**src/rtl/rodc_pkg.sv**
```systemverilog
// ----------------------------------------------------------------------------
// rodc_pkg
// Shared types, register codes and wrap-safe time helpers for the relay
// output dwell controller.
// ----------------------------------------------------------------------------
package rodc_pkg;

  localparam int unsigned TimeWidth = 32;
  localparam int unsigned AddrWidth = 4;

  typedef logic [TimeWidth-1:0] ms_t;

  typedef enum logic [1:0] {
    OP_SET   = 2'd0,
    OP_PULSE = 2'd1,
    OP_TICK  = 2'd2,
    OP_CLEAR = 2'd3
  } opcode_t;

  typedef enum logic [1:0] {
    ST_OK       = 2'd0,
    ST_DEFERRED = 2'd1,
    ST_REJECTED = 2'd2,
    ST_FAULTED  = 2'd3
  } status_t;

  typedef enum logic [1:0] {
    REG_MIN_ON   = 2'd0,
    REG_MIN_OFF  = 2'd1,
    REG_MAX_ON   = 2'd2,
    REG_POLARITY = 2'd3
  } reg_idx_t;

  typedef struct packed {
    ms_t  min_on;
    ms_t  min_off;
    ms_t  max_on;
    logic pol_high;
  } cfg_t;

  typedef struct packed {
    logic is_on;
    logic fault;
    logic pending_flag;
    logic pending_level;
    logic pulse_active;
    ms_t  last_change;
    ms_t  pulse_end;
  } ctl_state_t;

  typedef struct packed {
    opcode_t opcode;
    logic    want_on;
    ms_t     pulse_width;
    ms_t     now_time;
  } cmd_t;

  // Post-update view of one item, handed to the deadline stage.
  typedef struct packed {
    status_t status;
    logic    is_on;
    logic    fault;
    logic    pulse_active;
    logic    pending_flag;
    logic    wd_armed;
    ms_t     now_time;
    ms_t     pulse_end;
    ms_t     wd_target;
    ms_t     dwell_target;
  } snap_t;

  typedef struct packed {
    status_t status;
    logic    output_on;
    logic    pin_level;
    logic    fault_latched;
    logic    deadline_valid;
    ms_t     deadline_delay;
  } rsp_t;

  // True once now has reached when, modulo 2^32.
  function automatic logic has_reached(ms_t now, ms_t when);
    ms_t diff;
    diff = now - when;
    return ~diff[TimeWidth-1];
  endfunction

  function automatic ms_t time_left(ms_t now, ms_t when);
    ms_t left;
    left = when - now;
    return has_reached(now, when) ? '0 : left;
  endfunction

endpackage

```
**src/rtl/rodc_cmd_if.sv**
```systemverilog
// ----------------------------------------------------------------------------
// rodc_cmd_if
// Command channel: opcode, requested level, pulse width and timestamp.
// ----------------------------------------------------------------------------
interface rodc_cmd_if;
  logic        valid;
  logic        ready;
  logic [1:0]  opcode;
  logic        want_on;
  logic [31:0] pulse_width;
  logic [31:0] now_time;

  modport source (output valid, opcode, want_on, pulse_width, now_time, input ready);
  modport sink (input valid, opcode, want_on, pulse_width, now_time, output ready);
endinterface

```
**src/rtl/rodc_rsp_if.sv**
```systemverilog
// ----------------------------------------------------------------------------
// rodc_rsp_if
// Result channel: status, output state, pin level, fault and next deadline.
// ----------------------------------------------------------------------------
interface rodc_rsp_if;
  logic        valid;
  logic        ready;
  logic [1:0]  status;
  logic        output_on;
  logic        pin_level;
  logic        fault_latched;
  logic        deadline_valid;
  logic [31:0] deadline_delay;

  modport source (output valid, status, output_on, pin_level, fault_latched,
                  deadline_valid, deadline_delay, input ready);
  modport sink (input valid, status, output_on, pin_level, fault_latched,
                deadline_valid, deadline_delay, output ready);
endinterface

```
**src/rtl/relay_output_dwell_controller_core.sv**
```systemverilog
// ----------------------------------------------------------------------------
// relay_output_dwell_controller_core
// Single relay output with on/off dwell enforcement, pulse validation and a
// max-on watchdog.
// ----------------------------------------------------------------------------
// Usage:
//   cmd  : command beats (opcode, want_on, pulse_width, now_time). A beat
//          moves when valid and ready are both high.
//   rsp  : one result beat per command, in command order.
//   APB  : min_on_time at 0x0, min_off_time at 0x4, max_on_time at 0x8,
//          pin polarity at 0xC. Write only while no command is in flight.
// Timing:
//   Three register stages: command register, state update, result register.
//   rsp.valid rises once the beat has passed the command, snapshot and result
//   registers, and one command is taken every cycle while rsp keeps up. The
//   state update commits as a command leaves the command register, so the
//   next command sees the state left by this one.
// Reset:
//   rst (synchronous, high) empties the pipe, returns the controller to off,
//   unfaulted, nothing pending, last change at time zero, and loads the
//   register defaults (all zero, pin polarity high when on).
// Stall:
//   While rsp.ready is low the result register holds its beat; the stages
//   behind it keep filling, and cmd.ready drops only once all are full.
// ----------------------------------------------------------------------------
module relay_output_dwell_controller_core (
  input  logic                              clk,
  input  logic                              rst,
  rodc_cmd_if.sink                          cmd,
  rodc_rsp_if.source                        rsp,
  input  logic                              psel,
  input  logic                              penable,
  input  logic                              pwrite,
  input  logic [rodc_pkg::AddrWidth-1:0]    paddr,
  input  logic [31:0]                       pwdata,
  output logic [31:0]                       prdata,
  output logic                              pready
);

  // Configuration registers.
  rodc_pkg::cfg_t       cfg;
  rodc_pkg::reg_idx_t   reg_idx;
  logic                 cfg_wr;

  // Controller state and its update.
  rodc_pkg::ctl_state_t state;
  rodc_pkg::ctl_state_t state_next;

  // Pipeline stages.
  logic                 s1_valid;
  rodc_pkg::cmd_t       s1_cmd;
  logic                 s2_valid;
  rodc_pkg::snap_t      s2_snap;
  rodc_pkg::snap_t      snap_next;
  logic                 o_valid;
  rodc_pkg::rsp_t       o_rsp;
  rodc_pkg::rsp_t       rsp_next;

  logic                 o_free;
  logic                 s2_free;
  logic                 s1_free;

  // ---------------------------------------------------------------------
  // APB register file
  // ---------------------------------------------------------------------
  assign pready  = 1'b1;
  assign reg_idx = rodc_pkg::reg_idx_t'(paddr[rodc_pkg::AddrWidth-1:2]);
  assign cfg_wr  = psel && penable && pwrite && pready;

  always_ff @(posedge clk) begin
    if (rst) begin
      cfg.min_on   <= '0;
      cfg.min_off  <= '0;
      cfg.max_on   <= '0;
      cfg.pol_high <= 1'b1;
    end else if (cfg_wr) begin
      unique case (reg_idx)
        rodc_pkg::REG_MIN_ON:   cfg.min_on   <= pwdata;
        rodc_pkg::REG_MIN_OFF:  cfg.min_off  <= pwdata;
        rodc_pkg::REG_MAX_ON:   cfg.max_on   <= pwdata;
        rodc_pkg::REG_POLARITY: cfg.pol_high <= pwdata[0];
        default:                cfg.pol_high <= cfg.pol_high;
      endcase
    end
  end

  always_comb begin
    unique case (reg_idx)
      rodc_pkg::REG_MIN_ON:   prdata = cfg.min_on;
      rodc_pkg::REG_MIN_OFF:  prdata = cfg.min_off;
      rodc_pkg::REG_MAX_ON:   prdata = cfg.max_on;
      rodc_pkg::REG_POLARITY: prdata = {31'd0, cfg.pol_high};
      default:                prdata = '0;
    endcase
  end

  // ---------------------------------------------------------------------
  // Flow control: each stage advances when the one ahead is empty or
  // draining this cycle.
  // ---------------------------------------------------------------------
  assign o_free    = !o_valid || rsp.ready;
  assign s2_free   = !s2_valid || o_free;
  assign s1_free   = !s1_valid || s2_free;
  assign cmd.ready = s1_free;

  always_ff @(posedge clk) begin
    if (rst) begin
      s1_valid <= 1'b0;
      s2_valid <= 1'b0;
      o_valid  <= 1'b0;
    end else begin
      if (s1_free) begin
        s1_valid <= cmd.valid;
      end
      if (s2_free) begin
        s2_valid <= s1_valid;
      end
      if (o_free) begin
        o_valid <= s2_valid;
      end
    end
  end

  // Payload registers: load only when a beat moves in.
  always_ff @(posedge clk) begin
    if (s1_free && cmd.valid) begin
      s1_cmd.opcode      <= rodc_pkg::opcode_t'(cmd.opcode);
      s1_cmd.want_on     <= cmd.want_on;
      s1_cmd.pulse_width <= cmd.pulse_width;
      s1_cmd.now_time    <= cmd.now_time;
    end
    if (s2_free && s1_valid) begin
      s2_snap <= snap_next;
    end
    if (o_free && s2_valid) begin
      o_rsp <= rsp_next;
    end
  end

  // ---------------------------------------------------------------------
  // Controller state: commit the update as the command leaves stage one.
  // ---------------------------------------------------------------------
  always_ff @(posedge clk) begin
    if (rst) begin
      state.is_on         <= 1'b0;
      state.fault         <= 1'b0;
      state.pending_flag  <= 1'b0;
      state.pending_level <= 1'b0;
      state.pulse_active  <= 1'b0;
      state.last_change   <= '0;
      state.pulse_end     <= '0;
    end else if (s1_valid && s2_free) begin
      state <= state_next;
    end
  end

  rodc_update u_update (
    .cfg        (cfg),
    .state      (state),
    .cmd        (s1_cmd),
    .state_next (state_next),
    .snap       (snap_next)
  );

  // Earliest deadline and pin polarity for the result beat.
  rodc_deadline u_deadline (
    .snap     (s2_snap),
    .pol_high (cfg.pol_high),
    .rsp      (rsp_next)
  );

  // ---------------------------------------------------------------------
  // Result channel
  // ---------------------------------------------------------------------
  assign rsp.valid          = o_valid;
  assign rsp.status         = o_rsp.status;
  assign rsp.output_on      = o_rsp.output_on;
  assign rsp.pin_level      = o_rsp.pin_level;
  assign rsp.fault_latched  = o_rsp.fault_latched;
  assign rsp.deadline_valid = o_rsp.deadline_valid;
  assign rsp.deadline_delay = o_rsp.deadline_delay;

endmodule

```
**src/rtl/rodc_update.sv**
```systemverilog
// ----------------------------------------------------------------------------
// rodc_update
// Applies one command to the controller state and forms the status and the
// deadline targets seen after the command.
// ----------------------------------------------------------------------------
module rodc_update (
  input  rodc_pkg::cfg_t       cfg,
  input  rodc_pkg::ctl_state_t state,
  input  rodc_pkg::cmd_t       cmd,
  output rodc_pkg::ctl_state_t state_next,
  output rodc_pkg::snap_t      snap
);

  rodc_pkg::ms_t   elapsed;
  rodc_pkg::ms_t   need;
  rodc_pkg::ms_t   need_next;
  logic            dwell_met;
  logic            wd_hit;
  logic            pulse_done;
  logic            width_bad;
  rodc_pkg::status_t status;

  assign elapsed  = cmd.now_time - state.last_change;
  assign need     = state.is_on ? cfg.min_on : cfg.min_off;
  assign dwell_met = (elapsed >= need);
  assign wd_hit   = state.is_on && (cfg.max_on != '0) && (elapsed >= cfg.max_on);
  assign pulse_done = state.pulse_active && state.is_on &&
                      rodc_pkg::has_reached(cmd.now_time, state.pulse_end);
  assign width_bad = (cmd.pulse_width == '0) || (cmd.pulse_width < cfg.min_on) ||
                     ((cfg.max_on != '0) && (cmd.pulse_width > cfg.max_on)) ||
                     (!state.is_on && !dwell_met);

  always_comb begin
    state_next = state;
    status     = rodc_pkg::ST_OK;
    unique case (cmd.opcode)
      rodc_pkg::OP_SET: begin
        if (state.fault) begin
          status = rodc_pkg::ST_FAULTED;
        end else begin
          state_next.pulse_active = 1'b0;
          if (cmd.want_on == state.is_on) begin
            state_next.pending_flag = 1'b0;
          end else if (dwell_met) begin
            state_next.pending_flag = 1'b0;
            state_next.is_on        = cmd.want_on;
            state_next.last_change  = cmd.now_time;
          end else begin
            state_next.pending_flag  = 1'b1;
            state_next.pending_level = cmd.want_on;
            status                   = rodc_pkg::ST_DEFERRED;
          end
        end
      end
      rodc_pkg::OP_PULSE: begin
        if (state.fault) begin
          status = rodc_pkg::ST_FAULTED;
        end else if (width_bad) begin
          status = rodc_pkg::ST_REJECTED;
        end else begin
          state_next.pending_flag = 1'b0;
          if (!state.is_on) begin
            state_next.is_on       = 1'b1;
            state_next.last_change = cmd.now_time;
          end
          state_next.pulse_active = 1'b1;
          state_next.pulse_end    = cmd.now_time + cmd.pulse_width;
        end
      end
      rodc_pkg::OP_TICK: begin
        priority if (state.fault) begin
          // Hold the output off while faulted.
          if (state.is_on) begin
            state_next.is_on       = 1'b0;
            state_next.last_change = cmd.now_time;
          end
          state_next.pulse_active = 1'b0;
          status                  = rodc_pkg::ST_FAULTED;
        end else if (wd_hit) begin
          state_next.is_on        = 1'b0;
          state_next.last_change  = cmd.now_time;
          state_next.pulse_active = 1'b0;
          state_next.pending_flag = 1'b0;
          state_next.fault        = 1'b1;
          status                  = rodc_pkg::ST_FAULTED;
        end else if (pulse_done) begin
          state_next.is_on        = 1'b0;
          state_next.last_change  = cmd.now_time;
          state_next.pulse_active = 1'b0;
        end else if (state.pending_flag && dwell_met) begin
          state_next.pending_flag = 1'b0;
          if (state.pending_level != state.is_on) begin
            state_next.is_on       = state.pending_level;
            state_next.last_change = cmd.now_time;
          end
          if (!state.pending_level) begin
            state_next.pulse_active = 1'b0;
          end
        end else begin
          state_next.fault = state.fault;
        end
      end
      rodc_pkg::OP_CLEAR: begin
        state_next.fault        = 1'b0;
        state_next.pending_flag = 1'b0;
        state_next.pulse_active = 1'b0;
        state_next.is_on        = 1'b0;
        state_next.last_change  = cmd.now_time;
      end
      default: begin
        state_next = state;
      end
    endcase
  end

  assign need_next = state_next.is_on ? cfg.min_on : cfg.min_off;

  always_comb begin
    snap.status       = status;
    snap.is_on        = state_next.is_on;
    snap.fault        = state_next.fault;
    snap.pulse_active = state_next.pulse_active;
    snap.pending_flag = state_next.pending_flag;
    snap.wd_armed     = state_next.is_on && (cfg.max_on != '0);
    snap.now_time     = cmd.now_time;
    snap.pulse_end    = state_next.pulse_end;
    snap.wd_target    = state_next.last_change + cfg.max_on;
    snap.dwell_target = state_next.last_change + need_next;
  end

endmodule

```
**src/rtl/rodc_deadline.sv**
```systemverilog
// ----------------------------------------------------------------------------
// rodc_deadline
// Picks the earliest live deadline and forms the result beat.
// ----------------------------------------------------------------------------
module rodc_deadline (
  input  rodc_pkg::snap_t snap,
  input  logic            pol_high,
  output rodc_pkg::rsp_t  rsp
);

  rodc_pkg::ms_t t_wd;
  rodc_pkg::ms_t t_pulse;
  rodc_pkg::ms_t t_dwell;
  logic          en_wd;
  logic          en_pulse;
  logic          en_dwell;
  rodc_pkg::ms_t best;
  logic          found;

  assign t_wd    = rodc_pkg::time_left(snap.now_time, snap.wd_target);
  assign t_pulse = rodc_pkg::time_left(snap.now_time, snap.pulse_end);
  assign t_dwell = rodc_pkg::time_left(snap.now_time, snap.dwell_target);

  assign en_wd    = !snap.fault && snap.wd_armed;
  assign en_pulse = !snap.fault && snap.pulse_active && snap.is_on;
  assign en_dwell = !snap.fault && snap.pending_flag;

  always_comb begin
    best  = '0;
    found = 1'b0;
    if (en_wd) begin
      best  = t_wd;
      found = 1'b1;
    end
    if (en_pulse && (!found || (t_pulse < best))) begin
      best  = t_pulse;
      found = 1'b1;
    end
    if (en_dwell && (!found || (t_dwell < best))) begin
      best  = t_dwell;
      found = 1'b1;
    end
  end

  always_comb begin
    rsp.status         = snap.status;
    rsp.output_on      = snap.is_on;
    rsp.pin_level      = pol_high ? snap.is_on : ~snap.is_on;
    rsp.fault_latched  = snap.fault;
    rsp.deadline_valid = found;
    rsp.deadline_delay = best;
  end

endmodule

```
**src/flat_wrapper.sv**
```systemverilog
// flat-port wrapper written by rule: the top's interface ports become plain ports
module relay_output_dwell_controller_core_flat 
  (clk, rst, psel, penable, pwrite, paddr, pwdata, prdata, pready, cmd_valid, cmd_opcode, cmd_want_on, cmd_pulse_width, cmd_now_time, cmd_ready, rsp_valid, rsp_status, rsp_output_on, rsp_pin_level, rsp_fault_latched, rsp_deadline_valid, rsp_deadline_delay, rsp_ready);
  rodc_cmd_if cmd_i ();
  rodc_rsp_if rsp_i ();
  input  logic clk;
  input  logic rst;
  input  logic psel;
  input  logic penable;
  input  logic pwrite;
  input  logic [rodc_pkg::AddrWidth-1:0] paddr;
  input  logic [31:0] pwdata;
  output logic [31:0] prdata;
  output logic pready;
  input wire logic [$bits(cmd_i.valid)-1:0] cmd_valid;
  input wire logic [$bits(cmd_i.opcode)-1:0] cmd_opcode;
  input wire logic [$bits(cmd_i.want_on)-1:0] cmd_want_on;
  input wire logic [$bits(cmd_i.pulse_width)-1:0] cmd_pulse_width;
  input wire logic [$bits(cmd_i.now_time)-1:0] cmd_now_time;
  output wire logic [$bits(cmd_i.ready)-1:0] cmd_ready;
  output wire logic [$bits(rsp_i.valid)-1:0] rsp_valid;
  output wire logic [$bits(rsp_i.status)-1:0] rsp_status;
  output wire logic [$bits(rsp_i.output_on)-1:0] rsp_output_on;
  output wire logic [$bits(rsp_i.pin_level)-1:0] rsp_pin_level;
  output wire logic [$bits(rsp_i.fault_latched)-1:0] rsp_fault_latched;
  output wire logic [$bits(rsp_i.deadline_valid)-1:0] rsp_deadline_valid;
  output wire logic [$bits(rsp_i.deadline_delay)-1:0] rsp_deadline_delay;
  input wire logic [$bits(rsp_i.ready)-1:0] rsp_ready;
  assign cmd_i.valid = cmd_valid;
  assign cmd_i.opcode = cmd_opcode;
  assign cmd_i.want_on = cmd_want_on;
  assign cmd_i.pulse_width = cmd_pulse_width;
  assign cmd_i.now_time = cmd_now_time;
  assign cmd_ready = cmd_i.ready;
  assign rsp_valid = rsp_i.valid;
  assign rsp_status = rsp_i.status;
  assign rsp_output_on = rsp_i.output_on;
  assign rsp_pin_level = rsp_i.pin_level;
  assign rsp_fault_latched = rsp_i.fault_latched;
  assign rsp_deadline_valid = rsp_i.deadline_valid;
  assign rsp_deadline_delay = rsp_i.deadline_delay;
  assign rsp_i.ready = rsp_ready;
  relay_output_dwell_controller_core u_core (.clk(clk), .rst(rst), .cmd(cmd_i), .rsp(rsp_i), .psel(psel), .penable(penable), .pwrite(pwrite), .paddr(paddr), .pwdata(pwdata), .prdata(prdata), .pready(pready));
endmodule
```
**config.mk**
```make
export PLATFORM = sky130hd
export DESIGN_NAME = relay_output_dwell_controller_core_flat
export DESIGN_NICKNAME = d
export VERILOG_FILES = /design/src/rtl/rodc_pkg.sv /design/src/rtl/rodc_cmd_if.sv /design/src/rtl/rodc_rsp_if.sv /design/src/rtl/relay_output_dwell_controller_core.sv /design/src/rtl/rodc_update.sv /design/src/rtl/rodc_deadline.sv /design/src/flat_wrapper.sv
export SDC_FILE = /design/constraint.sdc
export NUM_CORES = 2
export LEC_CHECK = 0
export ABC_CLOCK_PERIOD_IN_PS = 12000
export BUFFER_PORTS_ARGS = -buffer_cell sky130_fd_sc_hd__buf_2
export CAP_MARGIN = 10
export CORE_MARGIN = 2
export CORE_UTILIZATION = 31
export DETAILED_ROUTE_END_ITERATION = 12
export PLACE_DENSITY_LB_ADDON = 0.1
export SLEW_MARGIN = 10
export SYNTH_ARGS = -nofsm -noshare
export SYNTH_HDL_FRONTEND = slang
export SYNTH_SLANG_ARGS = --single-unit
```
**constraint.sdc**
```tcl
create_clock -name clk -period 12 [get_ports clk]
set_input_delay 1.8 -clock clk [delete_from_list [all_inputs] [get_ports clk]]
set_output_delay 1.8 -clock clk [all_outputs]
set_load 0.03 [all_outputs]
```
==> flow_metrics.py <==
metrics = {
    "critical_path": {
        "arrival_ns": 11.32,
        "critPathBufInv": 3,
        "crit_slowest_cell": "or4_1",
        "regToRegStartpoint": "u_core.s1_cmd[0]$_DFFE_PP_",
        "max_stage_delay_ns": 0.58,
        "cp.required_ns": 12.38,
        "cp_top_family": "compound AO/OA/AOI/OAI gates",
        "cp-end-kind": "flip-flop",
        "cp_common_cell": "a21oi_1",
        "cp.depth": 36,
        "worstSetupStartpoint": "u_core.s1_cmd[0]$_DFFE_PP_",
        "reg2reg_depth": 36,
        "crit_fanout": 10,
        "crit_type": "reg2reg",
        "start_kind": "flip-flop",
    },
    "final_layout": {
        "diodes": 0,
        "drive_gt1_frac": 0.103,
        "fin_cells": 5637,
        "fin_area_um2": 38900,
        "syn_to_final_growth_pct": 12.7,
        "nets": 4752,
    },
    "timing": {
        "setup_slack_ns": 1.06,
        "setup_violations": 0,
        "fin_crit_sh": 0.911,
        "drv_slew": 0,
        "rsz0062_at_grt": "no",
        "setup_tns_ns": 0,
        "maxSlewHeadroom": 0.359,
        "min_period_ns": 10.94,
        "hold_viol": 0,
        "tightestPinTransition_ns": 0.937,
        "max_freq_mhz": 91.4,
        "fin_skew_ns": 0.0329,
    },
    "hold_path": {
        "min_path_type": "reg2reg",
        "whs_path_depth": 0,
        "min_from": "u_core.s2_snap[133]$_DFFE_PP_",
    },
    "clocking": {
        "path_clk_slew_ns": 0.06,
        "cts_resized": 0,
        "cts.sinks": 409,
        "cts_tree": "done",
        "htreeDepth": 2,
        "clockBufferDepth": 3,
        "cts_inserted_buffers": 51,
        "root_buffer": "clkbuf_16",
        "hold_buffers": 0,
        "post-cts-setup-buffers": 0,
        "clock_latency_ns": 0.64,
    },
    "routing": {
        "drt-initial-drc-count": 1481,
        "drt_first_pass_iters": 7,
        "antenna_left": 0,
        "num_vias": 28132,
        "post_drt_wl_per_cell_um": 20.6,
        "drc": 0,
        "routed_via_density": 4.99,
        "drt-total-wl_um": 116000,
    },
    "power_and_ir_drop": {
        "finalPower_w": 0.00527,
        "pwr_density_cell_nw_per_um2": 135,
        "leakagePower_nw": 16.6,
        "ir_drop_mv": 0.0975,
    },
    "logic_synthesis": {
        "syn_avg_cell_area_um2": 8.74,
        "synth_area_leaders": "edfxtp_1 21%, ha_1 19%, dfxtp_1 9.8%",
        "yosys_most_used_dff": "edfxtp_1",
        "synth_edf_count": 240,
        "syn_inst": 3947,
        "synth_area_um2": 34500,
        "yosysUniqueCellTypes": 84,
        "synth_common_cells": "534 x nand2_1, 529 x ha_1, 382 x inv_1, 367 x a21oi_1, 240 x edfxtp_1",
        "async_flop_share": 0,
        "synth_seq_cells": 409,
        "yosysTopAreaCellShare": 0.209,
        "yosysTopAreaCell": "edfxtp_1",
        "ys_seq_area_frac": 0.307,
        "syn-num-nets": 4593,
        "synth_warnings": 0,
        "yosysMostFrequentCell": "nand2_1",
    },
    "floorplanning": {
        "coreArea_um2": 111000,
        "ios": 183,
        "num_rows": 122,
        "start_util": 0.312,
        "die_h_um": 338,
        "die_w_um": 338,
        "die_area_um2": 114000,
    },
    "place": {
        "gp_congestion": 0.903,
        "pre_cts_ws_ns": 0.966,
        "port-buffer-count": 179,
        "placed_cells": 5541,
        "dp_hpwl_um": 94700,
        "placed_area_um2": 37100,
    },
    "grt": {
        "grt_overflow": 0,
        "gr-usage-all-layers": 0.201,
        "grt_pass1_vias": 28094,
        "antenna_found_initial": 0,
        "grt_pass1_wl_um": 173000,
        "grt_start_max_net_pins": 92,
    },
    "job": {
        "maxCapViolations": 0,
    },
    "status": {
        "status": "complete, no violations",
    },
}
worst register-to-register path, delay by kind of cell, from the launching register on:
| family | cells | cell delay [ns] |
|---|---|---|
| AO/OA/AOI/OAI | 18 | 5.08 |
| AND/OR/NAND/NOR | 8 | 2.72 |
| adder cells (fa/ha/maj) | 4 | 1.20 |
| buffers and inverters | 3 | 0.54 |
| flip-flops | 1 | 0.50 |
| multiplexers | 1 | 0.40 |
| XOR/XNOR | 2 | 0.25 |
cell type report:
class / instances / area (um2)
inverters: 382 / 1440
clock inverters: 27 / 299
multi-input cells: 3049 / 22100
flip-flops and latches: 409 / 10600
well taps: 1488 / 1860
repair buffers: 213 / 1160
clock buffers: 69 / 1460
fillers: 11684 / 71600
registers in the layout (all words and copies together), names as in the netlist, 2 cells and up:
| name | cells |
|---|---|
| u_core.cfg | 97 |
| u_core.rsp.deadline_delay | 32 |
| u_core.state | 69 |
| u_core.rsp.status | 2 |
| u_core.s1_cmd | 67 |
| u_core.s2_snap | 135 |
report_power, final:
part	leakage, nW	internal (W)	switching (W)
registers	3.67	0.00161	0.000120
logic	12.1	0.000771	0.00115
clock network	0.866	0.000979	0.000642
total	16.6	0.00336	0.00191
layer usage:
metal | up-vias | share of wire | global-route usage
met5 | - | 0 | 0
met4 | 0 | 0.028 | 0.0563
met3 | 118 | 0.032 | 0.0223
met2 | 431 | 0.44 | 0.319
met1 | 13178 | 0.50 | 0.288
li1 | 14405 | - | -
worst paths after layout:
| check | to | slack (ns) |
|---|---|---|
| worst max-delay path | u_core.s2_snap[31]$_DFFE_PP_ | 1.06 |
| worst min-delay path | u_core.rsp.status[0]$_DFFE_PP_ | 0.42 |
| worst max register to register | u_core.s2_snap[31]$_DFFE_PP_ | 1.06 |
| worst min register to register | u_core.rsp.status[0]$_DFFE_PP_ | 0.42 |
cells in the final DEF, fill, tap and decap left out, types with 8 or more instances in the layout:
master and count:
a2111oi_0 15, a211o_1 10, a211oi_1 73, a21o_1 126
a21oi_1 367, a311oi_1 9, a31o_2 11, a31oi_1 25
and2_1 11, and3_1 18, and4_1 8, buf_2 178
buf_4 34, clkbuf_1 9, clkbuf_16 53, clkinv_2 9
dfxtp_1 168, edfxtp_1 240, ha_1 529, inv_1 381
mux2_2 88, mux2i_1 115, nand2_1 532, nand2b_1 27
nand3_1 37, nand4_1 51, nor2_1 217, nor2b_1 30
nor3_1 50, nor4_1 30, o211ai_1 17, o21a_1 47
o21ai_0 210, o21bai_1 33, o31ai_1 18, or2_2 9
or4_1 9, xnor2_1 139, xor2_1 62
through the flow:
| stage | hold slack [ns] | utilization |
|---|---|---|
| 5_1_grt | 0.417 | 0.352 |
| 4_1_cts | 0.420 | 0.352 |
| 6_report | 0.420 | 0.352 |
| 3_3_place_gp | 0.403 | 0.336 |
| 2_1_floorplan | 0.400 | - |
| 3_5_place_dp | 0.409 | 0.336 |
cells by family after synthesis:
| family | synth area share |
|---|---|
| fa+ha+maj | 0.196 |
| compound gates | 0.190 |
| simple gates | 0.137 |
| mux | 0.0640 |
| flops | 0.307 |
| buf+inv | 0.0552 |
| other cells | 0.000109 |
| xor+xnor | 0.0515 |
Power figures use the tool's default switching activity.
